==> src/rtl/ttu_pkg.sv <==
// ----------------------------------------------------------------------------
// ttu_pkg
// Types and constants for the triangle tangent unit.
// ----------------------------------------------------------------------------
package ttu_pkg;

  localparam int unsigned FracBitsDef  = 16;
  localparam int unsigned IndexBitsDef = 16;
  localparam int unsigned CoordW       = 32;
  localparam int unsigned OutIdxW      = 16;
  localparam int unsigned DeltaW       = 33;
  localparam int unsigned ProdW        = 66;
  localparam int unsigned NumW         = 67;

  typedef enum logic [1:0] {
    DIV_IDLE,
    DIV_RUN,
    DIV_DONE
  } div_state_e;

  // One triangle job handed from the collector to the solver
  typedef struct packed {
    logic signed [DeltaW-1:0] dp0x, dp0y, dp0z, dp1x, dp1y, dp1z;
    logic signed [DeltaW-1:0] du0, dv0, du1, dv1;
    logic        [OutIdxW-1:0] index;
  } tri_job_t;

  typedef struct packed {
    logic signed [CoordW-1:0] tx, ty, tz;
    logic        [OutIdxW-1:0] index;
    logic                      degen;
  } tri_res_t;

endpackage

==> src/rtl/ttu_collect.sv <==
// ----------------------------------------------------------------------------
// ttu_collect
// Front end: holds corners 0 and 1, counts triangles, emits delta jobs.
// ----------------------------------------------------------------------------
module ttu_collect import ttu_pkg::*; #(
  parameter int unsigned INDEX_BITS = IndexBitsDef
) (
  input  logic                     clk_i,
  input  logic                     rst_ni,
  input  logic                     in_valid_i,
  output logic                     in_ready_o,
  input  logic signed [CoordW-1:0] pos_x_i, pos_y_i, pos_z_i, tex_u_i, tex_v_i,
  input  logic                     mesh_start_i,
  output logic                     job_valid_o,
  input  logic                     job_ready_i,
  output tri_job_t                 job_o
);

  logic signed [CoordW-1:0] c0_q [5];
  logic signed [CoordW-1:0] c1_q [5];
  logic [1:0]               cnt_q, cnt_d, cnt_eff;
  logic [INDEX_BITS-1:0]    tri_q, tri_d, tri_eff;
  logic                     jv_q;
  tri_job_t                 job_q;
  logic                     acc;
  logic [OutIdxW-1:0]       idx_out;

  function automatic logic signed [DeltaW-1:0] sd(logic signed [CoordW-1:0] a,
                                                  logic signed [CoordW-1:0] b);
    sd = DeltaW'(a) - DeltaW'(b);
  endfunction

  assign in_ready_o  = !jv_q || job_ready_i;
  assign acc         = in_valid_i && in_ready_o;
  assign job_valid_o = jv_q;
  assign job_o       = job_q;
  assign cnt_eff     = mesh_start_i ? 2'd0 : cnt_q;
  assign tri_eff     = mesh_start_i ? '0 : tri_q;

  if (INDEX_BITS >= OutIdxW) begin : g_wide
    assign idx_out = tri_eff[OutIdxW-1:0];
  end else begin : g_narrow
    assign idx_out = OutIdxW'(tri_eff);
  end

  always_comb begin
    cnt_d = cnt_q;
    tri_d = tri_q;
    if (acc) begin
      if (cnt_eff == 2'd2) begin
        cnt_d = 2'd0;
        tri_d = tri_eff + 1'b1;
      end else begin
        cnt_d = cnt_eff + 1'b1;
        tri_d = tri_eff;
      end
    end
  end

  always_ff @(posedge clk_i or negedge rst_ni) begin
    if (!rst_ni) begin
      cnt_q <= '0;
      tri_q <= '0;
      jv_q  <= 1'b0;
    end else begin
      cnt_q <= cnt_d;
      tri_q <= tri_d;
      if (acc) jv_q <= (cnt_eff == 2'd2);
      else if (job_ready_i) jv_q <= 1'b0;
    end
  end

  always_ff @(posedge clk_i) begin
    if (acc) begin
      if (cnt_eff == 2'd0) begin
        c0_q[0] <= pos_x_i; c0_q[1] <= pos_y_i; c0_q[2] <= pos_z_i;
        c0_q[3] <= tex_u_i; c0_q[4] <= tex_v_i;
      end else if (cnt_eff == 2'd1) begin
        c1_q[0] <= pos_x_i; c1_q[1] <= pos_y_i; c1_q[2] <= pos_z_i;
        c1_q[3] <= tex_u_i; c1_q[4] <= tex_v_i;
      end else begin
        job_q.dp0x  <= sd(c1_q[0], c0_q[0]);
        job_q.dp0y  <= sd(c1_q[1], c0_q[1]);
        job_q.dp0z  <= sd(c1_q[2], c0_q[2]);
        job_q.dp1x  <= sd(pos_x_i, c0_q[0]);
        job_q.dp1y  <= sd(pos_y_i, c0_q[1]);
        job_q.dp1z  <= sd(pos_z_i, c0_q[2]);
        job_q.du0   <= sd(c1_q[3], c0_q[3]);
        job_q.dv0   <= sd(c1_q[4], c0_q[4]);
        job_q.du1   <= sd(tex_u_i, c0_q[3]);
        job_q.dv1   <= sd(tex_v_i, c0_q[4]);
        job_q.index <= idx_out;
      end
    end
  end

endmodule

==> config.mk <==
export PLATFORM = sky130hd
export DESIGN_NAME = ttu_collect
export DESIGN_NICKNAME = d
export VERILOG_FILES = /design/src/rtl/ttu_pkg.sv /design/src/rtl/ttu_collect.sv
export SDC_FILE = /design/constraint.sdc
export NUM_CORES = 1
export LEC_CHECK = 0
export BUFFER_PORTS_ARGS = -buffer_cell sky130_fd_sc_hd__buf_2
export CORE_MARGIN = 3
export CORE_UTILIZATION = 40
export CTS_CLUSTER_SIZE = 16
export DETAILED_ROUTE_END_ITERATION = 6
export GPL_ROUTABILITY_DRIVEN = 0
export GPL_TIMING_DRIVEN = 0
export PLACE_DENSITY = 0.59
export SLEW_MARGIN = 0
export SYNTH_ARGS = -nofsm -noshare
export SYNTH_HDL_FRONTEND = slang
export SYNTH_SLANG_ARGS = --single-unit
==> constraint.sdc <==
create_clock -name clk_i -period 35.2 [get_ports clk_i]
set_clock_uncertainty 0.2 [all_clocks]
set_input_delay 7.04 -clock clk_i [delete_from_list [all_inputs] [get_ports clk_i]]
set_output_delay 7.04 -clock clk_i [all_outputs]
set_load 0.02 [all_outputs]
==> out/metrics.cfg <==
[final_layout]
final_core_util=0.4890
syn2layout_area_growth_pct=20.53
design_area_mm2=0.04421
layout_commonest_cell=edfxtp_1
multi_input_area_mm2=0.01517
nNetsFinal=4173
final_layout_size_suffix_gt1_frac=0.1959
register_area_mm2=0.02047
final_cell_mix=666 x edfxtp_1, 512 x buf_2, 321 x ha_1
nFillCells=8135
fin_cells=4929

[worst_hold_path]
hold_class=reg2reg

[timing]
finalMaxSlewViolations=0
hold_viol=0
fmax_mhz=67.85
setup_violations=0
layout_setup_ws_ps=20460
tightest_slew_ps=831.9
slew_headroom=0.4421
rsz0062_at_grt=false
fin_crit_sh=0.4187
min_period_ps=14740
setup_tns_ps=0

[clock_network]
path_clk_slew_ps=50
post_cts_buffers=0
root_buffer=clkbuf_16
cts_buffers=80
cts.sinks=685
cts.repair.resized=0
cts_max_level=3
cts_hold_buf=0
cts_tree=built
clock_path_buffers=3
clk_latency_ps=630

[floorplan]
die_y_um=308.8
dieArea_mm2=0.09537
rows=110
core_region_area_mm2=0.09042
die-width_um=308.8
ios=513
initial_core_util=0.4057

[synthesis]
synth_ff_type=edfxtp_1
syn-cell-area_mm2=0.03668
synth.top_cell.area_share=0.5452
synthesis.nets=3516
synth_area_leader_cell=edfxtp_1
syn_inst=3020
yosys_warnings=0
ys_seq_area_frac=0.5582
syn-mean-instance-area_um2=12.15
synth_area_leaders=edfxtp_1 55%, ha_1 11%, xnor2_1 4.4%
ys_types=82
synth_edf_count=666
async_reset_ff_frac=0.02774
synth_seq_cells=685

[routing]
avgViaCountPerCell=5.110
vias=25189
drc=0
drt_iter0_markers=1648
routedWlPerCell_um=18.62
totalWireLength_um=91770
postRouteAntennaNets=0
dr.pass1.iters=5

[global_routing]
first_global_vias=24617
grt_max_degree=31
grt_use_total=0.1893
grt-ovfl-total=0
antenna_found_initial=19
grt_pass1_wl_um=139600

[place]
portBuffers=512
place_hpwl_um=72480
pre_cts_ws_ps=20460
dp_cells=4771
dpl_cell_area_mm2=0.04141

[run_status]
status=finished clean

[setup_path]
cp_slowest_stage_delay_ps=180
cpLargestDelayFamily=buffers and inverters
cp_slowest_cell=nand2b_1
required_ps=27960
path_buf_inv=2
arrival_ps=7500
timing.critical_path.mode_cell=buf_2
endpoint_kind=output pin
crit_fanout=5
crit_chain=buf_2 > nand2b_1 > buf_2
path_class=in2out
critPathLaunchType=input port

[pwr]
power.leakage_nw=18.56
powerDensity_mw_per_mm2=51.60
irDropWorstVdd_v=0.00003878

[job]
drv_cap=0

[kinds of logic after synthesis]
family	Yosys count	synth area share
xor+xnor	284	0.06781
fa+ha+maj	331	0.1150
compound gates	793	0.1430
simple gates	644	0.08695
flops	685	0.5582
buf+inv	282	0.02886
mux	1	0.0002729
[worst paths after layout]
| path | slack, ps | end | startpoint | cells past startpoint |
|---|---|---|---|---|
| worst min-delay path | 300 | tri_q[0]$_DFFE_PN0P_ | tri_q[0]$_DFFE_PN0P_ | 2 |
| min in group asynchronous | 6150 | tri_q[3]$_DFFE_PN0P_ | rst_ni | 1 |
| worst max-delay path | 20460 | in_ready_o | job_ready_i | 3 |
| max in group asynchronous | 28350 | tri_q[12]$_DFFE_PN0P_ | rst_ni | 1 |
| worst min register to register | 300 | tri_q[0]$_DFFE_PN0P_ | tri_q[0]$_DFFE_PN0P_ | 2 |
| worst max register to register | 30840 | job_o[275]$_DFFE_PP_ | c1_q[0][64]$_DFFE_PP_ | 13 |
[cells in the mapped netlist, types with 14 or more instances]
cell / n
nor2b_1: 64
nor2_1: 162
o21ai_0: 122
edfxtp_1: 666
xnor2_1: 183
clkbuf_1: 17
dfrtp_1: 19
nand3_1: 67
inv_1: 265
a31oi_1: 14
nand2b_1: 52
a211oi_1: 17
nor3_1: 39
nand2_1: 144
a21oi_1: 240
xor2_1: 101
o21a_1: 43
o211ai_1: 19
ha_1: 321
o21bai_1: 33
a21o_1: 156
nand4_1: 27
and3_1: 27
[worst reg2reg max path: stages, from the launching register on]
cell and delay [ps]:
edfxtp_1 350, inv_1 70, ha_1 180, fa_1 220, nor2b_1 60, o21ai_0 440
a21boi_1 230, o41ai_1 590, o2bb2ai_1 340, o31ai_1 220, a221o_1 350, a21oi_1 480
o21ai_0 180, xor2_1 180
[report_power, final]
| part | leakage [nW] | switching [mW] | internal (mW) | total [mW] |
|---|---|---|---|---|
| clock network | 1.35 | 0.336 | 0.539 | 0.875 |
| logic | 10.8 | 0.257 | 0.174 | 0.431 |
| registers | 6.37 | 0.0108 | 0.964 | 0.975 |
[layout make-up]
| class | instances | area share |
|---|---|---|
| Antenna cell | 11 | 0.0006226 |
| Clock inverter | 42 | 0.01174 |
| Multi-Input combinational cell | 2053 | 0.3430 |
| Clock buffer | 105 | 0.05097 |
| Inverter | 265 | 0.02250 |
| Timing Repair Buffer | 575 | 0.07332 |
| Tap cell | 1176 | 0.03328 |
| Buffer | 17 | 0.001443 |
| Sequential cell | 685 | 0.4631 |
[stage by stage]
step | power (mW) | hold slack [ps]
2_1_floorplan | 1.321 | 260.8
5_1_grt | 2.392 | 314.3
6_report | 2.281 | 300.4
3_3_place_gp | 1.447 | 277.6
4_1_cts | 2.310 | 296.6
3_5_place_dp | 1.424 | 284.8
[sequential cells by signal, indices dropped and copies added, names as in the netlist]
register and count:
job_o 346, tri_q 16, c0_q 160, job_valid_o 1, c1_q 160, cnt_q 2
[per-layer routing]
layer,vias up,track usage,share of wire
li1,12588,-,-
met3,146,0.05655,0.079
met4,20,0.06830,0.029
met1,11782,0.2432,0.44
met2,653,0.3043,0.45
met5,-,0,0.0014
Note: power is estimated with default switching activity, not from simulation.
