### config.mk
export PLATFORM = sky130hd
export DESIGN_NAME = ttu_solve
export DESIGN_NICKNAME = d
export VERILOG_FILES = /design/src/rtl/ttu_pkg.sv /design/src/rtl/ttu_solve.sv
export SDC_FILE = /design/constraint.sdc
export NUM_CORES = 2
export LEC_CHECK = 0
export BUFFER_PORTS_ARGS = -buffer_cell sky130_fd_sc_hd__buf_2
export CORE_UTILIZATION = 64
export DETAILED_ROUTE_END_ITERATION = 16
export PLACE_DENSITY = 0.83
export SLEW_MARGIN = 15
export SYNTH_ARGS = -nofsm -noshare
export SYNTH_HDL_FRONTEND = slang
export SYNTH_SLANG_ARGS = --single-unit
### constraint.sdc
create_clock -name clk_i -period 13.24 [get_ports clk_i]
set_clock_uncertainty 0.2 [all_clocks]
set_input_delay 2.648 -clock clk_i [delete_from_list [all_inputs] [get_ports clk_i]]
set_output_delay 2.648 -clock clk_i [all_outputs]
set_load 0.01 [all_outputs]
### src/rtl/ttu_pkg.sv
// ----------------------------------------------------------------------------
// ttu_pkg
// Types and constants for the triangle tangent unit.
// ----------------------------------------------------------------------------
package ttu_pkg;

  localparam int unsigned FracBitsDef  = 16;
  localparam int unsigned IndexBitsDef = 16;
  localparam int unsigned CoordW       = 32;
  localparam int unsigned OutIdxW      = 16;
  localparam int unsigned DeltaW       = 33;
  localparam int unsigned ProdW        = 66;
  localparam int unsigned NumW         = 67;

  typedef enum logic [1:0] {
    DIV_IDLE,
    DIV_RUN,
    DIV_DONE
  } div_state_e;

  // One triangle job handed from the collector to the solver
  typedef struct packed {
    logic signed [DeltaW-1:0] dp0x, dp0y, dp0z, dp1x, dp1y, dp1z;
    logic signed [DeltaW-1:0] du0, dv0, du1, dv1;
    logic        [OutIdxW-1:0] index;
  } tri_job_t;

  typedef struct packed {
    logic signed [CoordW-1:0] tx, ty, tz;
    logic        [OutIdxW-1:0] index;
    logic                      degen;
  } tri_res_t;

endpackage

### src/rtl/ttu_solve.sv
// ----------------------------------------------------------------------------
// ttu_solve
// Back end: determinant, numerators and a shared restoring divider.
// ----------------------------------------------------------------------------
module ttu_solve import ttu_pkg::*; #(
  parameter int unsigned FRAC_BITS = FracBitsDef
) (
  input  logic     clk_i,
  input  logic     rst_ni,
  input  logic     job_valid_i,
  output logic     job_ready_o,
  input  tri_job_t job_i,
  output logic     res_valid_o,
  input  logic     res_ready_i,
  output tri_res_t res_o
);

  localparam int unsigned DivW  = NumW + FRAC_BITS;
  localparam int unsigned CntW  = $clog2(DivW + 1);
  localparam int unsigned StepW = 4;

  div_state_e st_q, st_d;
  logic [StepW-1:0]       ph_q;
  logic signed [ProdW-1:0] pa_q, pb_q;
  logic signed [NumW-1:0]  det_q;
  logic signed [NumW-1:0]  num_q [3];
  tri_job_t                job_q;
  logic [1:0]              comp_q;
  logic [DivW-1:0]         n_q, q_q;
  logic [NumW-1:0]         r_q, d_q;
  logic                    neg_q;
  logic [CntW-1:0]         bit_q;
  logic signed [CoordW-1:0] t_q [3];
  logic                    rv_q;
  logic                    degen_q;
  logic [NumW:0]           r_sh;
  logic [NumW:0]           r_sub;
  logic [CoordW-1:0]       qsat;
  logic signed [DeltaW-1:0] ma, mb;

  assign job_ready_o = (st_q == DIV_IDLE) && !rv_q;
  assign res_valid_o = rv_q;
  assign res_o.tx    = t_q[0];
  assign res_o.ty    = t_q[1];
  assign res_o.tz    = t_q[2];
  assign res_o.index = job_q.index;
  assign res_o.degen = degen_q;

  assign r_sh  = {r_q, n_q[DivW-1]};
  assign r_sub = r_sh - {1'b0, d_q};

  // product schedule: one multiplier pair, one product per cycle
  always_comb begin
    unique case (ph_q)
      4'd0: begin ma = job_q.du0; mb = job_q.dv1; end
      4'd1: begin ma = job_q.du1; mb = job_q.dv0; end
      4'd2: begin ma = job_q.dv1; mb = job_q.dp0x; end
      4'd3: begin ma = job_q.dv0; mb = job_q.dp1x; end
      4'd4: begin ma = job_q.dv1; mb = job_q.dp0y; end
      4'd5: begin ma = job_q.dv0; mb = job_q.dp1y; end
      4'd6: begin ma = job_q.dv1; mb = job_q.dp0z; end
      4'd7: begin ma = job_q.dv0; mb = job_q.dp1z; end
      default: begin ma = '0; mb = '0; end
    endcase
  end

  always_comb begin
    logic [DivW-1:0] lim;
    lim  = neg_q ? DivW'(64'h8000_0000) : DivW'(64'h7FFF_FFFF);
    qsat = (q_q > lim) ? lim[CoordW-1:0] : q_q[CoordW-1:0];
    if (neg_q) qsat = CoordW'(0) - qsat;
  end

  always_comb begin
    st_d = st_q;
    unique case (st_q)
      DIV_IDLE: if (job_valid_i && job_ready_o) st_d = DIV_RUN;
      DIV_RUN:  if (ph_q == 4'd15 && comp_q == 2'd2 && bit_q == '0) st_d = DIV_DONE;
                else if (ph_q == 4'd10 && det_q == '0) st_d = DIV_DONE;
      DIV_DONE: st_d = DIV_IDLE;
      default:  st_d = DIV_IDLE;
    endcase
  end

  always_ff @(posedge clk_i or negedge rst_ni) begin
    if (!rst_ni) begin
      st_q <= DIV_IDLE;
      rv_q <= 1'b0;
      ph_q <= '0;
    end else begin
      st_q <= st_d;
      if (st_q == DIV_DONE) rv_q <= 1'b1;
      else if (res_ready_i) rv_q <= 1'b0;
      if (st_q == DIV_IDLE) ph_q <= '0;
      else if (st_q == DIV_RUN && ph_q < 4'd15) begin
        if (ph_q == 4'd11) ph_q <= 4'd12;
        else if (ph_q != 4'd14 || bit_q == '0) ph_q <= ph_q + 1'b1;
      end else if (st_q == DIV_RUN && bit_q == '0) ph_q <= 4'd12;
    end
  end

  // phases: 0..8 multiply and subtract, 10 check det, 12 load, 13 wait,
  // 14 iterate, 15 store and next component
  always_ff @(posedge clk_i) begin
    if (st_q == DIV_IDLE && job_valid_i && job_ready_o) begin
      job_q  <= job_i;
      comp_q <= '0;
    end
    if (st_q == DIV_RUN) begin
      if (ph_q <= 4'd7) begin
        pb_q <= pa_q;
        pa_q <= ProdW'(ma) * ProdW'(mb);
      end
      if (ph_q == 4'd2) det_q <= NumW'(pb_q) - NumW'(pa_q);
      if (ph_q == 4'd4) num_q[0] <= NumW'(pb_q) - NumW'(pa_q);
      if (ph_q == 4'd6) num_q[1] <= NumW'(pb_q) - NumW'(pa_q);
      if (ph_q == 4'd8) num_q[2] <= NumW'(pb_q) - NumW'(pa_q);
      if (ph_q == 4'd10) begin
        degen_q <= (det_q == '0);
        t_q[0] <= '0; t_q[1] <= '0; t_q[2] <= '0;
      end
      if (ph_q == 4'd12) begin
        neg_q <= num_q[comp_q][NumW-1] ^ det_q[NumW-1];
        n_q   <= {(num_q[comp_q][NumW-1] ? -num_q[comp_q] : num_q[comp_q]),
                  {FRAC_BITS{1'b0}}};
        d_q   <= det_q[NumW-1] ? -det_q : det_q;
        r_q   <= '0;
        q_q   <= '0;
        bit_q <= CntW'(DivW);
      end
      if (ph_q == 4'd14 && bit_q != '0) begin
        n_q   <= {n_q[DivW-2:0], 1'b0};
        if (!r_sub[NumW]) begin
          r_q <= r_sub[NumW-1:0];
          q_q <= {q_q[DivW-2:0], 1'b1};
        end else begin
          r_q <= r_sh[NumW-1:0];
          q_q <= {q_q[DivW-2:0], 1'b0};
        end
        bit_q <= bit_q - 1'b1;
      end
      if (ph_q == 4'd15) begin
        t_q[comp_q] <= qsat;
        comp_q <= comp_q + 1'b1;
      end
    end
  end

endmodule

==> summary.md <==
| Metric | Value |
|---|---|
| Status | `completed` |
| Area of the mapped netlist | `91600 um2` |
| VDD IR-drop max | `0.000120 V` |
| DRC | `0` |
| Internal | `5670 uW` |
| GRT Total Usage | `0.357` |
| CP max FO | `34` |
| Slew margin rel. | `0.0725` |
| IO Pins | `465` |
| Top cell by count, worst path | `fa_1` |
| Max-cap viol count | `0` |
| Post_cts resized | `0` |
| RSZ-0062 raised after global routing | `false` |
| Critical Path Start Type | `flop` |
| Total core area | `142000 um2` |
| Main flop type after synthesis | `edfxtp_1` |
| Sw Ratio | `0.199` |
| Clock power frac | `0.436` |
| Net Sw Power | `1410 uW` |
| Skew-Pair Late Insertion Delay | `770 ps` |
| Max Clk Rate | `78.9 MHz` |
| Seq pwr share | `0.556` |
| Via count | `67.0k` |
| CTS tree | `built` |
| Syn_area_per_cell | `10.7 um2` |
| Comb power frac | `0.008` |
| Post-synth EDFFs | `1135` |
| Pin count of the biggest net entering global routing | `166` |
| RePlAce Congestion | `1.04` |
| Width of the die | `380 um` |
| Worst EP required | `13530 ps` |
| Syn Inst Count | `8570` |
| Num rows | `138` |
| Maximum clock insertion buffer count | `3` |
| Port Buf Inserts | `464` |
| Mapped Nets | `10.5k` |
| Critical Path AT | `12970 ps` |
| Tcrit/Tclk final | `0.958` |
| FF+latch count, synth | `1144` |
| CP max stage cell | `a221o_1` |
| Clock Pin Slew Worst Setup and Hold Paths | `60 ps` |
| H-tree levels | `3` |
| Layout cells sized above 1 | `0.0967` |
| Setup TNS Final | `0 ps` |
| Post-CTS Setup Bufs | `0` |
| Worst setup EP type | `flop` |
| Chip Height | `380 um` |
| Worst Setup Path Type | `flop to flop` |
| Drt pass-1 iters | `9` |
| Vias in the first global route | `69.3k` |
| Final hold vios | `0` |
| DR vias/cell | `6.15` |
| Final nets | `10.8k` |
| Final Cell Area | `99700 um2` |
| Total CTS buffers | `110` |
| Fin. max-slew vios | `0` |
| Placement Cell Area | `96100 um2` |
| Clk sink count | `1144` |
| P_leak | `0.0436 uW` |
| Reg2Reg Depth | `32` |
| Routed Antenna Nets | `0` |
| First-pass GRT wire length | `394000 um` |
| Synth Warn # | `0` |
| Dpl hpwl | `194000 um` |
| Grt ovf | `0` |
| Total die area | `145000 um2` |
| Slowest cell delay on critical path | `940 ps` |
| FFs w/ async S/R, synth | `0.00612` |
| WL final | `257000 um` |
| Tmin final | `12680 ps` |
| Worst slew pin tran | `1390 ps` |
| DRT iter0 DRCs | `7583` |
| Sequential share of the synthesized area | `0.374` |
| Final setup fails | `0` |
| Initial antenna violation count | `22` |
| Hold Path Cell Cnt | `0` |
| Initial Utilization | `0.646` |
| Post-synthesis cell type count | `80` |
| Routed length per instance | `23.6 um` |
| CTS root buf | `clkbuf_16` |
| Pwr per Cell Area | `70.9 nW/um2` |
| Cts hold-fix bufs | `0` |
| Hold Path Class | `flop to flop` |
| Area Overhead vs Synth | `8.84%` |
routing by layer:
metal,wire (um),track usage,up-vias
met5,105,0.00529,-
met4,20000,0.225,2
met3,30400,0.103,1074
met2,116000,0.560,4345
met1,90100,0.437,32778
li1,-,-,28817
synthesized netlist by cell type (72+ instances only):
library cell	n	area, um2
nor2_1	768	2880
xor2_1	100	876
nand4_1	84	526
o21ai_0	249	1250
nand2_1	980	3680
a21o_1	154	1160
a21oi_1	381	1910
inv_1	1396	5240
xnor2_1	232	2030
clkbuf_1	376	1410
ha_1	395	4940
a22oi_1	134	1010
edfxtp_1	1135	34100
and2_1	147	920
mux2i_1	72	721
fa_1	1147	23000
cells in the final DEF, fill, tap and decap left out, types with 21 or more instances in the layout:
cell type     n
a211oi_1     31
a21o_1      153
a21oi_1     381
a221o_1      37
a22o_1       33
a22oi_1     134
a31oi_1      52
and2_1      140
and3_1       30
and4_1       24
buf_2       464
buf_4       154
clkbuf_16   110
clkinv_2     21
diode_2      29
edfxtp_1   1135
fa_1       1147
ha_1        395
inv_1      1395
mux2i_1      72
nand2_1     980
nand2b_1     44
nand3_1      63
nand4_1      84
nor2_1      766
nor2b_1      41
nor3_1       49
nor4_1       27
o21a_1       25
o21ai_0     248
o21bai_1     34
o31ai_1      38
or3_1        35
xnor2_1     231
xor2_1       99
state kept, by name, indices dropped and copies added (netlist names):
signal	flops
bit_q	7
comp_q	2
d_q	67
degen_q	1
det_q	67
job_q	330
n_q	67
neg_q	1
num_q	201
pa_q	66
pb_q	66
ph_q	4
q_q	83
r_q	67
res_o	16
res_valid_o	1
st_q	2
t_q	96
cell families (layout without fill, tap and decap cells):
| logic type | Yosys count | count (layout) | share of synthesized area |
|---|---|---|---|
| adders and majority gates | 1542 | 1542 | 0.305 |
| muxes | 73 | 73 | 0.00799 |
| buffers and inverters | 1812 | 2215 | 0.0751 |
| xor gates and xnor gates | 332 | 332 | 0.0317 |
| DFF | 1144 | 1144 | 0.374 |
| and+or+nand+nor | 2357 | 2357 | 0.114 |
| AOI/OAI and AO/OA | 1310 | 1310 | 0.0927 |
| other | 0 | 29 | 0 |
per-stage QoR:
step / std cells / hold WS [ps] / util / power, uW / worst slack (ps)
floorplan: 8570 / 226 / - / 4010 / 2940
global route: 10885 / 224 / 0.703 / 7220 / 256
global placement: 10664 / 233 / 0.678 / 4070 / 1030
finish: 10892 / 209 / 0.703 / 7070 / 562
CTS: 10862 / 219 / 0.703 / 7100 / 867
detailed placement: 10665 / 235 / 0.678 / 4070 / 1050
power by group through the flow:
stage	logic (uW)	clock network (uW)	registers [uW]
6_report	57.5	3080	3940
5_1_grt	59.8	3230	3930
4_1_cts	55.9	3100	3940
3_5_place_dp	55.2	0	4010
3_3_place_gp	54.1	0	4010
2_1_floorplan	0.0457	0	4010
cell type report:
| cell class | instances | area (um2) |
|---|---|---|
| timing repair buffer | 622 | 3550 |
| fill | 9876 | 42000 |
| multi-input combinational | 5614 | 50700 |
| tap | 1890 | 2360 |
| sequential | 1144 | 34300 |
| inverter | 1396 | 5250 |
| clock buffer | 132 | 2880 |
| clock inverter | 65 | 639 |
| antenna | 29 | 72.6 |
worst max-delay path, delay by kind of cell, from the launching register on:
| kind | cells | cell delay (ps) |
|---|---|---|
| compound gates | 8 | 3120 |
| mux | 1 | 150 |
| flops | 1 | 760 |
| simple gates | 7 | 2580 |
| fa+ha+maj | 9 | 4520 |
| buf+inv | 7 | 970 |
worst paths after layout:
kind / startpoint / endpoint / slack (ps)
worst max-delay path: ph_q[2] / pa_q[65] / 560
worst min-delay path: pa_q[26] / pb_q[26] / 210
worst max register to register: ph_q[2] / pa_q[65] / 560
worst min register to register: pa_q[26] / pb_q[26] / 210
max in group asynchronous: rst_ni / st_q[1] / 11080
min in group asynchronous: rst_ni / res_valid_o / 1560
No activity file was read; power rests on OpenSTA's default activity.
