**src/rtl/ttu_pkg.sv**
```systemverilog
// ----------------------------------------------------------------------------
// ttu_pkg
// Types and constants for the triangle tangent unit.
// ----------------------------------------------------------------------------
package ttu_pkg;

  localparam int unsigned FracBitsDef  = 16;
  localparam int unsigned IndexBitsDef = 16;
  localparam int unsigned CoordW       = 32;
  localparam int unsigned OutIdxW      = 16;
  localparam int unsigned DeltaW       = 33;
  localparam int unsigned ProdW        = 66;
  localparam int unsigned NumW         = 67;

  typedef enum logic [1:0] {
    DIV_IDLE,
    DIV_RUN,
    DIV_DONE
  } div_state_e;

  // One triangle job handed from the collector to the solver
  typedef struct packed {
    logic signed [DeltaW-1:0] dp0x, dp0y, dp0z, dp1x, dp1y, dp1z;
    logic signed [DeltaW-1:0] du0, dv0, du1, dv1;
    logic        [OutIdxW-1:0] index;
  } tri_job_t;

  typedef struct packed {
    logic signed [CoordW-1:0] tx, ty, tz;
    logic        [OutIdxW-1:0] index;
    logic                      degen;
  } tri_res_t;

endpackage

```
**src/rtl/ttu_fifo.sv**
```systemverilog
// ----------------------------------------------------------------------------
// ttu_fifo
// Two-entry job queue between collector and solver.
// ----------------------------------------------------------------------------
module ttu_fifo import ttu_pkg::*; (
  input  logic     clk_i,
  input  logic     rst_ni,
  input  logic     wr_valid_i,
  output logic     wr_ready_o,
  input  tri_job_t wr_data_i,
  output logic     rd_valid_o,
  input  logic     rd_ready_i,
  output tri_job_t rd_data_o
);

  tri_job_t   mem_q [2];
  logic       wp_q, rp_q;
  logic [1:0] cnt_q;
  logic       wr, rd;

  assign wr_ready_o = cnt_q != 2'd2;
  assign rd_valid_o = cnt_q != 2'd0;
  assign rd_data_o  = mem_q[rp_q];
  assign wr = wr_valid_i && wr_ready_o;
  assign rd = rd_valid_o && rd_ready_i;

  always_ff @(posedge clk_i or negedge rst_ni) begin
    if (!rst_ni) begin
      wp_q  <= 1'b0;
      rp_q  <= 1'b0;
      cnt_q <= '0;
    end else begin
      if (wr) wp_q <= !wp_q;
      if (rd) rp_q <= !rp_q;
      cnt_q <= cnt_q + {1'b0, wr} - {1'b0, rd};
    end
  end

  always_ff @(posedge clk_i) begin
    if (wr) mem_q[wp_q] <= wr_data_i;
  end

endmodule

```
**config.mk**
```make
export PLATFORM = sky130hd
export DESIGN_NAME = ttu_fifo
export DESIGN_NICKNAME = d
export VERILOG_FILES = /design/src/rtl/ttu_pkg.sv /design/src/rtl/ttu_fifo.sv
export SDC_FILE = /design/constraint.sdc
export NUM_CORES = 1
export LEC_CHECK = 0
export ABC_AREA = 0
export BUFFER_PORTS_ARGS = -buffer_cell sky130_fd_sc_hd__buf_2
export CAP_MARGIN = 20
export CORE_UTILIZATION = 35
export CTS_BUF_LIST = sky130_fd_sc_hd__clkbuf_4 sky130_fd_sc_hd__clkbuf_8
export CTS_CLUSTER_DIAMETER = 40
export CTS_CLUSTER_SIZE = 30
export DETAILED_ROUTE_END_ITERATION = 7
export HOLD_SLACK_MARGIN = 0.06
export PLACE_DENSITY = 0.65
export SLEW_MARGIN = 20
export SYNTH_ARGS = -nofsm -noshare
export SYNTH_HDL_FRONTEND = slang
export SYNTH_SLANG_ARGS = --single-unit
```
**constraint.sdc**
```tcl
create_clock -name clk_i -period 44 [get_ports clk_i]
set_input_delay 8.8 -clock clk_i [delete_from_list [all_inputs] [get_ports clk_i]]
set_output_delay 8.8 -clock clk_i [all_outputs]
set_load 0.01 [all_outputs]
```
==> impl_metrics.py, run 1 <==
metrics = {
    "sta": {
        "setup_ws_ps": 31040,
        "timing.hold.ws_ps": 548.1,
        "fmax_mhz": 77.18,
        "rsz0062_at_grt": "false",
        "maxSlewHeadroom_pct": 14.43,
        "finClkSkew_ps": 80.89,
        "layout_min_cycle_time_ps": 12960,
        "tightestPinTransition_ps": 1284,
        "post-route-period-util_pct": 29.45,
        "finalHoldViolations": 0,
        "setup_viol": 0,
        "drv_slew": 0,
        "fin_tns_setup_ps": 0,
    },
    "cells_and_area": {
        "syn2layout_area_growth_pct": 25.93,
        "final_common_cell": "buf_2",
        "layout-drive-gt1-share_pct": 63.03,
        "nets": 2209,
        "final_cell_mix": "697 x buf_2, 692 x edfxtp_1, 314 x mux2_2",
        "fin_util_pct": 44.67,
        "n_fill_cell": 6267,
    },
    "clock_network": {
        "cts_max_path_buffers": 3,
        "cts_buffers": 91,
        "root_buffer": "clkbuf_8",
        "cts_resized": 0,
        "cts_max_level": 3,
        "cts_hold_buf": 0,
        "cts.clk_slew.worst_paths_ps": 70,
        "cts_setup_buffers": 0,
        "clk_latency_ps": 710,
        "tritoncts": "yes",
        "clock-sinks": 696,
    },
    "worst_setup_path": {
        "worst_ep_arrival_time_ps": 4160,
        "critPathMaxStageDelay_ps": 930,
        "startpoint_type": "flop",
        "path_cells": "buf_4, buf_4, mux2_2, buf_2",
        "required_ps": 35200,
        "critical_path.most_common_cell": "buf_4",
        "cp-end-kind": "primary output",
        "reg2reg_depth": 4,
        "slowest_stage": "buf_4",
        "crit_type": "flop to primary output",
        "path_max_fanout": 81,
    },
    "global_route": {
        "grt_usage_pct": 14.97,
        "overflow": 0,
        "grt_pass1_wl_mm": 83.81,
        "grt_pass1_vias": 14060,
        "grt_max_degree": 169,
        "antenna_found_initial": 24,
    },
    "floorplan": {
        "die_h_um": 271.6,
        "die-area_sq_um": 73780,
        "fp.coreArea_sq_um": 71730,
        "initial_core_util_pct": 35.47,
        "ioPinCount": 698,
        "die_w_um": 271.6,
        "rows": 98,
    },
    "pwr": {
        "comb_power_share_pct": 29.2,
        "power_density_nw_per_um2": 66.27,
        "switchingPower_uw": 650.2,
        "internal_power_uw": 1473,
        "swShare_pct": 30.62,
        "clock_power_share_pct": 26.1,
        "ir_drop_mv": 0.05598,
        "p_seq_share_pct": 44.8,
        "leakage_uw": 0.01190,
    },
    "worst_hold_path": {
        "hold_depth": 1,
        "hold_class": "flop to flop",
    },
    "logic_synthesis": {
        "ys_ff_latch": 696,
        "synth_top_area_share_pct": 81.67,
        "synth_largest_area_cell": "edfxtp_1",
        "synth_warnings": 0,
        "synthTopCellsByArea": "edfxtp_1 82%, mux2_2 14%, mux2_4 1.8%, buf_6 1.7%, dfrtp_1 0.39%",
        "synth_area_per_cell_sq_um": 23.15,
        "syn-num-nets": 1450,
        "ys_types": 20,
        "syn_inst": 1099,
        "yosysSeqAreaShare_pct": 82.07,
        "syn_area_sq_um": 25440,
    },
    "route": {
        "drt_iter0_drc": 626,
        "firstDrtPassIters": 5,
        "wl_met1_mm": 21.27,
        "ant_nets": 0,
        "wl_met2_mm": 30.18,
        "highest_layer": "met5",
        "met3_length_mm": 4.055,
        "drc_errors": 0,
        "route.vias.total": 13190,
        "routed_wl_mm": 57.65,
        "via_per_inst": 4.539,
        "wl_per_cell_um": 19.85,
    },
    "placement": {
        "pre_cts_ws_ps": 31750,
        "place_hpwl_mm": 39.37,
        "gp_congestion": 0.8242,
        "portBuffers": 697,
    },
    "run_status": {
        "outcome": "finished, final reports clean",
    },
    "job": {
        "maxCapViolations": 0,
    },
}
==> kinds of logic after synthesis <==
group                    after synthesis  synth area share [%]
multiplexers                         346                 15.76
AND/OR/NAND/NOR                       11                0.2312
XOR/XNOR                               3                0.1033
buffers and inverters                 39                 1.701
AO/OA/AOI/OAI                          3               0.09342
adder cells (fa/ha/maj)                1               0.04917
flip-flops                           696                 82.07
==> metrics by stage <==
step           instance area, sq um  power (uW)  instances
3_5_place_dp                  29810        1591       2715
3_3_place_gp                  29810        1580       2715
2_1_floorplan                 25440        1439       1099
5_1_grt                       32040        2220       2905
6_report                      32040        2123       2905
4_1_cts                       31990        2152       2884
==> worst max-delay path: cells and delay by family, from the launching register on <==
kind	cells	cell delay, ps
buffers and inverters	3	2000
multiplexers	1	430
flip-flops	1	900
==> power by group through the flow <==
stage          combinational [uW]  clock, uW  sequential (uW)
5_1_grt                       661        596              963
4_1_cts                       629        571              952
3_5_place_dp                  626          0              964
6_report                      620        553              950
3_3_place_gp                  619          0              961
2_1_floorplan                 418          0             1020
==> registers in the layout (all words and copies together), names as in the netlist <==
register,cells
cnt_q,2
mem_q,692
rp_q,1
wp_q,1
==> worst paths after layout <==
| check | from | to | slack (ps) |
|---|---|---|---|
| max | rp_q$_DFFE_PN0P_ | rd_data_o[142] | 31040 |
| max reg2reg | cnt_q[0]$_DFF_PN0_ | mem_q[1][209]$_DFFE_PP_ | 40570 |
| min reg2reg | wp_q$_DFFE_PN0P_ | wp_q$_DFFE_PN0P_ | 550 |
| max in group asynchronous | rst_ni | cnt_q[1]$_DFF_PN0_ | 35900 |
| min in group asynchronous | rst_ni | rp_q$_DFFE_PN0P_ | 7950 |
| min | wp_q$_DFFE_PN0P_ | wp_q$_DFFE_PN0P_ | 550 |
==> metal layers <==
metal	track usage, %	vias to the layer above
li1	-	5976
met1	16.95	6552
met2	25.68	514
met3	3.989	138
met4	8.250	6
met5	0	-
==> cell usage after synthesis (all sizes together) <==
cell and count:
a311oi 1, and3 1, buf 39, dfrtp 4
edfxtp 692, ha 1, mux2 346, nand2 2
nand2b 1, nand3 1, nor2 3, nor2b 1
nor4bb 1, o21ai 1, o21ba 1, or2 1
xnor2 3
==> cell type report <==
cell class | instances | area (sq um) | share of cell area, %
Tap cell | 950 | 1189 | 3.710
Clock buffer | 101 | 1346 | 4.202
Multi-Input combinational cell | 364 | 4143 | 12.93
Antenna cell | 21 | 52.55 | 0.1640
Timing Repair Buffer | 705 | 3598 | 11.23
Clock inverter | 68 | 828.3 | 2.585
Sequential cell | 696 | 20880 | 65.18
Power figures use the tool's default switching activity.
==> inputs of run 2 (changes only) <==
- ABC_AREA: 0 -> 1
- PLACE_DENSITY: 0.65 -> 0.67
- clock period: 44 -> 11.9 ns (I/O delays scaled with it)
==> run 2 against run 1 <==
  * Critical path depth up 2
  * Synthesized cell count increased by 67%
  * Clock skew shrank 29 ps
  * Via count rose by 22%
  * Power grew to 3.8 times the previous value
==> impl_metrics.py, run 2 <==
metrics = {
    "run_status": {
        "outcome": "finished, final reports clean",
    },
    "placement": {
        "pre_cts_ws_ps": 6088,
        "dp_cells": 3422,
        "gp_congestion": 0.8804,
        "portBuffers": 697,
        "place_hpwl_mm": 42.69,
    },
    "worst_hold_path": {
        "hold_depth": 1,
        "hold_end": "cnt_q[0]$_DFF_PN0_",
        "hold_start": "cnt_q[0]$_DFF_PN0_",
        "hold_class": "flop to flop",
    },
    "cells_and_area": {
        "syn2layout_area_growth_pct": 25.04,
        "largest_registers": "mem_q x692, cnt_q x2",
        "n_fill_cell": 6510,
        "multiInputGateArea_sq_um": 4005,
        "final_cells": 3610,
        "seqCellArea_sq_um": 20880,
        "nets": 2916,
        "largest_reg_flops": 692,
        "final_common_cell": "nand2_1",
        "final_cell_mix": "1047 x nand2_1, 697 x buf_2, 692 x edfxtp_1",
        "top_register": "mem_q",
        "layout-drive-gt1-share_pct": 32.90,
    },
    "logic_synthesis": {
        "synth_flop_cell": "edfxtp_1",
        "ys_ff_latch": 696,
        "synth_warnings": 0,
        "synth_commonest_cells": "1047 x nand2_1, 692 x edfxtp_1, 34 x buf_2",
        "synth-simple-area-share_pct": 15.53,
        "syn-num-nets": 2190,
        "syn_inst": 1839,
        "synth_top_area_share_pct": 81.52,
        "synth_top_family_by_area": "simple AND/OR/NAND/NOR gates",
        "syn_area_sq_um": 25490,
        "synth_area_per_cell_sq_um": 13.86,
        "synth_largest_area_cell": "edfxtp_1",
        "yosys.area_share.adder_pct": 0.04909,
        "synth_xor_area_share_pct": 0.03436,
        "synth_mux_area_share_pct": 0,
        "synth-async-reset-ratio_pct": 0.5747,
        "synthTopCellsByArea": "edfxtp_1 82%, nand2_1 15%, buf_6 1.0%, buf_2 0.67%, buf_4 0.56%",
        "ys_types": 15,
        "synth_edf_count": 692,
        "synth_most_common_cell": "nand2_1",
        "yosysSeqAreaShare_pct": 81.92,
        "synth_compound_gate_area_share_pct": 0.03927,
    },
    "floorplan": {
        "die_h_um": 271.9,
        "fp.coreArea_sq_um": 71730,
        "die-area_sq_um": 73910,
        "rows": 98,
        "die_w_um": 271.9,
        "initial_core_util_pct": 35.53,
        "ioPinCount": 698,
    },
    "route": {
        "firstDrtPassIters": 5,
        "route.vias.total": 16090,
        "drc_errors": 0,
        "wl_per_cell_um": 17.56,
        "ant_nets": 0,
        "drt_iter0_drc": 964,
        "routed_wl_mm": 63.39,
        "via_per_inst": 4.458,
    },
    "clock_network": {
        "cts_max_level": 3,
        "clock-sinks": 696,
        "cts_buffers": 91,
        "cts_setup_buffers": 0,
        "cts_max_path_buffers": 3,
        "cts.clk_slew.worst_paths_ps": 80,
        "tritoncts": "yes",
        "cts_resized": 0,
        "root_buffer": "clkbuf_8",
        "clk_latency_ps": 680,
        "cts_hold_buf": 0,
    },
    "pwr": {
        "power_density_nw_per_um2": 250.9,
        "leakage_uw": 0.01354,
        "ir_drop_mv": 0.2231,
    },
    "global_route": {
        "antenna_found_initial": 25,
        "grt_max_degree": 179,
        "grt_pass1_wl_mm": 91.99,
        "met3_usage_pct": 5.246,
        "met2_usage_pct": 28.34,
        "top_usage_layer": "met2",
        "overflow": 0,
        "grt.met1_usage_pct": 18.52,
        "grt_usage_pct": 16.43,
        "grt_pass1_vias": 15880,
    },
    "worst_setup_path": {
        "cp-startpoint": "rp_q$_DFFE_PN0P_",
        "cp-end-kind": "primary output",
        "startpoint_type": "flop",
        "path_cells": "clkinv_8, buf_4, buf_4, nand2_1, nand2_1, buf_2",
        "worst_ep_arrival_time_ps": 4190,
        "reg2reg_depth": 5,
        "rrSetupSlack_ps": 8040,
        "critPathMaxStageDelay_ps": 920,
        "required_ps": 9520,
        "slowest_stage": "buf_4",
        "path_max_fanout": 178,
        "r2r_end": "mem_q[1][132]$_DFFE_PP_",
        "worstReg2RegStart": "cnt_q[1]$_DFF_PN0_",
        "crit_type": "flop to primary output",
    },
    "sta": {
        "drv_slew": 0,
        "setup_ws_ps": 5326,
        "fmax_mhz": 152.1,
        "layout_min_cycle_time_ps": 6574,
        "setup_viol": 0,
        "tightestPinTransition_ps": 1185,
        "post-route-period-util_pct": 55.24,
        "finClkSkew_ps": 52.21,
        "rsz0062_at_grt": "false",
        "finalHoldViolations": 0,
        "fin_tns_setup_ps": 0,
        "maxSlewHeadroom_pct": 21.00,
    },
    "job": {
        "maxCapViolations": 0,
    },
}
==> run 2: changes by cell type in the layout (fill, tap and decap cells not counted), moves of 5 or more <==
| cell | before | now |
|---|---|---|
| buf_4 | 4 | 10 |
| clkinv_1 | 4 | 14 |
| clkinv_2 | 16 | 7 |
| inv_1 | 0 | 7 |
| inv_6 | 7 | 14 |
| inv_8 | 7 | 2 |
| mux2_2 | 314 | 0 |
| mux2_4 | 30 | 0 |
| nand2_1 | 2 | 1047 |
==> run 2: worst max-delay path: cells and delay by family (launching register included) <==
kind	cells	cell delay (ps)
buf+inv	4	2270
flops	1	510
simple gates	2	260
==> run 2: cells by family (layout without fill, tap and decap cells) <==
logic type | Yosys count | count (layout)
other | 0 | 19
xor gates and xnor gates | 1 | 1
adders and majority gates | 1 | 1
AOI/OAI and AO/OA | 2 | 2
buffers and inverters | 85 | 887
DFF | 696 | 696
and+or+nand+nor | 1054 | 1054
==> run 2: cell type report <==
| type | count | share of cell area (%) |
|---|---|---|
| Sequential cell | 696 | 65.52 |
| Multi-Input combinational cell | 1058 | 12.57 |
| Timing Repair Buffer | 710 | 11.37 |
| Clock buffer | 102 | 4.228 |
| Tap cell | 950 | 3.729 |
| Clock inverter | 67 | 2.304 |
| Antenna cell | 19 | 0.1492 |
| Inverter | 8 | 0.1335 |
==> run 2: how the worst max path moves through the flow <==
stage                                        to  cells past startpoint
after floorplan           mem_q[1][0]$_DFFE_PP_                      2
after global placement           rd_data_o[318]                      6
after detailed placement         rd_data_o[298]                      6
after CTS                        rd_data_o[298]                      6
after global routing             rd_data_o[301]                      6
final                            rd_data_o[318]                      6
==> run 2: metrics by stage <==
stage	hold slack, ps	util [%]	total power [uW]	cell area, sq um
after CTS	572.7	44.37	8109	31830
after global routing	607.4	44.43	8450	31870
final	567.4	44.43	7998	31870
after global placement	553.6	41.47	6116	29740
after detailed placement	553.0	41.47	6137	29740
after floorplan	503.5	-	5236	25490
==> run 2: power by group <==
| group | leakage [uW] | switching [uW] | internal (uW) |
|---|---|---|---|
| Clock | 0.00104 | 939 | 1020 |
| Combinational | 0.00603 | 1790 | 777 |
| Sequential | 0.00647 | 127 | 3350 |
| Total | 0.0135 | 2850 | 5150 |
==> run 2: layer usage <==
metal,routed length (um),up-vias
met4,2470,12
met1,23580,7610
met3,4875,166
met5,77,-
met2,32390,599
li1,-,7706
==> inputs of run 3 (changes only) <==
- PLACE_DENSITY: 0.67 -> 0.65
- clock period: 11.9 -> 6.4 ns (I/O delays scaled with it)
==> run 3 against run 2 <==
  * Combinational power grew 86%
  * First-iteration DRC count grew 7.9%
  * Die area is the same
==> impl_metrics.py, run 3 (synthesized netlist as in run 2, its figures left out) <==
metrics = {
    "run_status": {
        "outcome": "finished, final reports clean",
    },
    "worst_hold_path": {
        "hold_class": "primary input to asynchronous set/reset pin",
    },
    "route": {
        "ant_nets": 0,
        "wl_per_cell_um": 17.84,
        "via_per_inst": 4.528,
        "route.vias.total": 16350,
        "drt_iter0_drc": 1040,
        "drc_errors": 0,
        "firstDrtPassIters": 4,
        "routed_wl_mm": 64.41,
    },
    "worst_setup_path": {
        "required_ps": 5120,
        "rrSetupSlack_ps": 3270,
        "cp-startpoint": "rp_q$_DFFE_PN0P_",
        "startpoint_type": "flop",
        "worst_ep_arrival_time_ps": 3820,
        "crit_type": "flop to primary output",
        "worstReg2RegStart": "rp_q$_DFFE_PN0P_",
        "cp-end-kind": "primary output",
        "path_max_fanout": 126,
    },
    "sta": {
        "finalHoldViolations": 0,
        "fmax_mhz": 196.2,
        "setup_ws_ps": 1302,
        "setup_viol": 0,
        "fin_tns_setup_ps": 0,
        "finClkSkew_ps": 34.06,
        "tightestPinTransition_ps": 1254,
        "layout_min_cycle_time_ps": 5098,
        "drv_slew": 0,
        "post-route-period-util_pct": 79.66,
        "rsz0062_at_grt": "false",
        "maxSlewHeadroom_pct": 16.37,
    },
    "pwr": {
        "clock_power_share_pct": 25.1,
        "internal_power_uw": 9626,
        "swShare_pct": 36.24,
        "switchingPower_uw": 5471,
        "comb_power_share_pct": 31.6,
        "leakage_uw": 0.01361,
        "power_density_nw_per_um2": 471.1,
        "ir_drop_mv": 0.3417,
        "p_seq_share_pct": 43.2,
    },
    "clock_network": {
        "cts_hold_buf": 0,
        "cts_resized": 0,
        "cts_setup_buffers": 0,
        "cts_max_path_buffers": 3,
        "root_buffer": "clkbuf_8",
        "clk_latency_ps": 700,
        "cts.clk_slew.worst_paths_ps": 80,
        "tritoncts": "yes",
        "cts_max_level": 3,
        "clock-sinks": 696,
        "cts_buffers": 91,
    },
    "floorplan": {
        "ioPinCount": 698,
        "fp.coreArea_sq_um": 71730,
        "die_h_um": 271.9,
        "rows": 98,
        "die-area_sq_um": 73910,
        "die_w_um": 271.9,
        "initial_core_util_pct": 35.53,
    },
    "global_route": {
        "overflow": 0,
        "antenna_found_initial": 30,
        "grt_usage_pct": 16.72,
        "grt_pass1_vias": 16400,
        "grt_max_degree": 241,
        "grt_pass1_wl_mm": 93.85,
    },
    "cells_and_area": {
        "syn2layout_area_growth_pct": 25.72,
        "largest_registers": "mem_q x692, cnt_q x2",
        "nets": 2916,
        "top_register": "mem_q",
        "n_fill_cell": 6532,
        "final_cell_mix": "1046 x nand2_1, 697 x buf_2, 692 x edfxtp_1",
        "layout-drive-gt1-share_pct": 33.32,
        "final_common_cell": "nand2_1",
        "largest_reg_flops": 692,
    },
    "placement": {
        "portBuffers": 697,
        "pre_cts_ws_ps": 2169,
        "place_hpwl_mm": 42.68,
        "gp_congestion": 0.8947,
    },
    "job": {
        "maxCapViolations": 0,
    },
}
run 3: power groups by stage:
stage / registers [uW] / clock network [uW] / logic (uW)
2_1_floorplan: 6670 / 0 / 2890
6_report: 6530 / 3790 / 4770
4_1_cts: 6540 / 3900 / 4860
5_1_grt: 6620 / 4080 / 5250
3_3_place_gp: 6600 / 0 / 4780
3_5_place_dp: 6630 / 0 / 4840
run 3: critical path, cell delays in order (launching register included):
cell and delay (ps):
dfrtp_4 1080, clkinv_8 590, buf_12 390, buf_16 230, nand2_1 180, nand2_1 100
buf_2 150
run 3: layout make-up:
type | instances | area [sq um] | share of cell area (%)
Tap cell | 950 | 1189 | 3.709
Multi-Input combinational cell | 1058 | 4021 | 12.55
Timing Repair Buffer | 710 | 3694 | 11.53
Clock buffer | 100 | 1339 | 4.178
Sequential cell | 696 | 20880 | 65.17
Clock inverter | 69 | 825.8 | 2.577
Antenna cell | 20 | 50.05 | 0.1562
Inverter | 8 | 42.54 | 0.1328
run 3: metrics by stage:
step / cell area (sq um) / power (uW) / cells / utilization, % / hold slack, ps
floorplan: 25520 / 9562 / 1839 / - / 517.4
finish: 32040 / 15100 / 3611 / 44.67 / 405.3
global route: 32040 / 15940 / 3608 / 44.66 / 337.3
global placement: 29780 / 11380 / 3420 / 41.52 / 526.3
CTS: 31970 / 15290 / 3590 / 44.56 / 311.6
detailed placement: 29800 / 11480 / 3421 / 41.55 / 570.9
run 3: metal layers:
| layer | vias up | part of all wire (%) | global-route usage (%) |
|---|---|---|---|
| li1 | 7716 | - | - |
| met1 | 7881 | 37 | 18.56 |
| met2 | 582 | 52 | 29.16 |
| met3 | 152 | 7.6 | 5.272 |
| met4 | 18 | 3.2 | 7.791 |
| met5 | - | 0.19 | 0 |
run 3: final timing paths:
kind,end,depth (start not counted)
max,rd_data_o[11],6
min,wp_q$_DFFE_PN0P_,1
max reg2reg,rp_q$_DFFE_PN0P_,4
min reg2reg,wp_q$_DFFE_PN0P_,2
max in group asynchronous,rp_q$_DFFE_PN0P_,1
min in group clk_i,wp_q$_DFFE_PN0P_,2
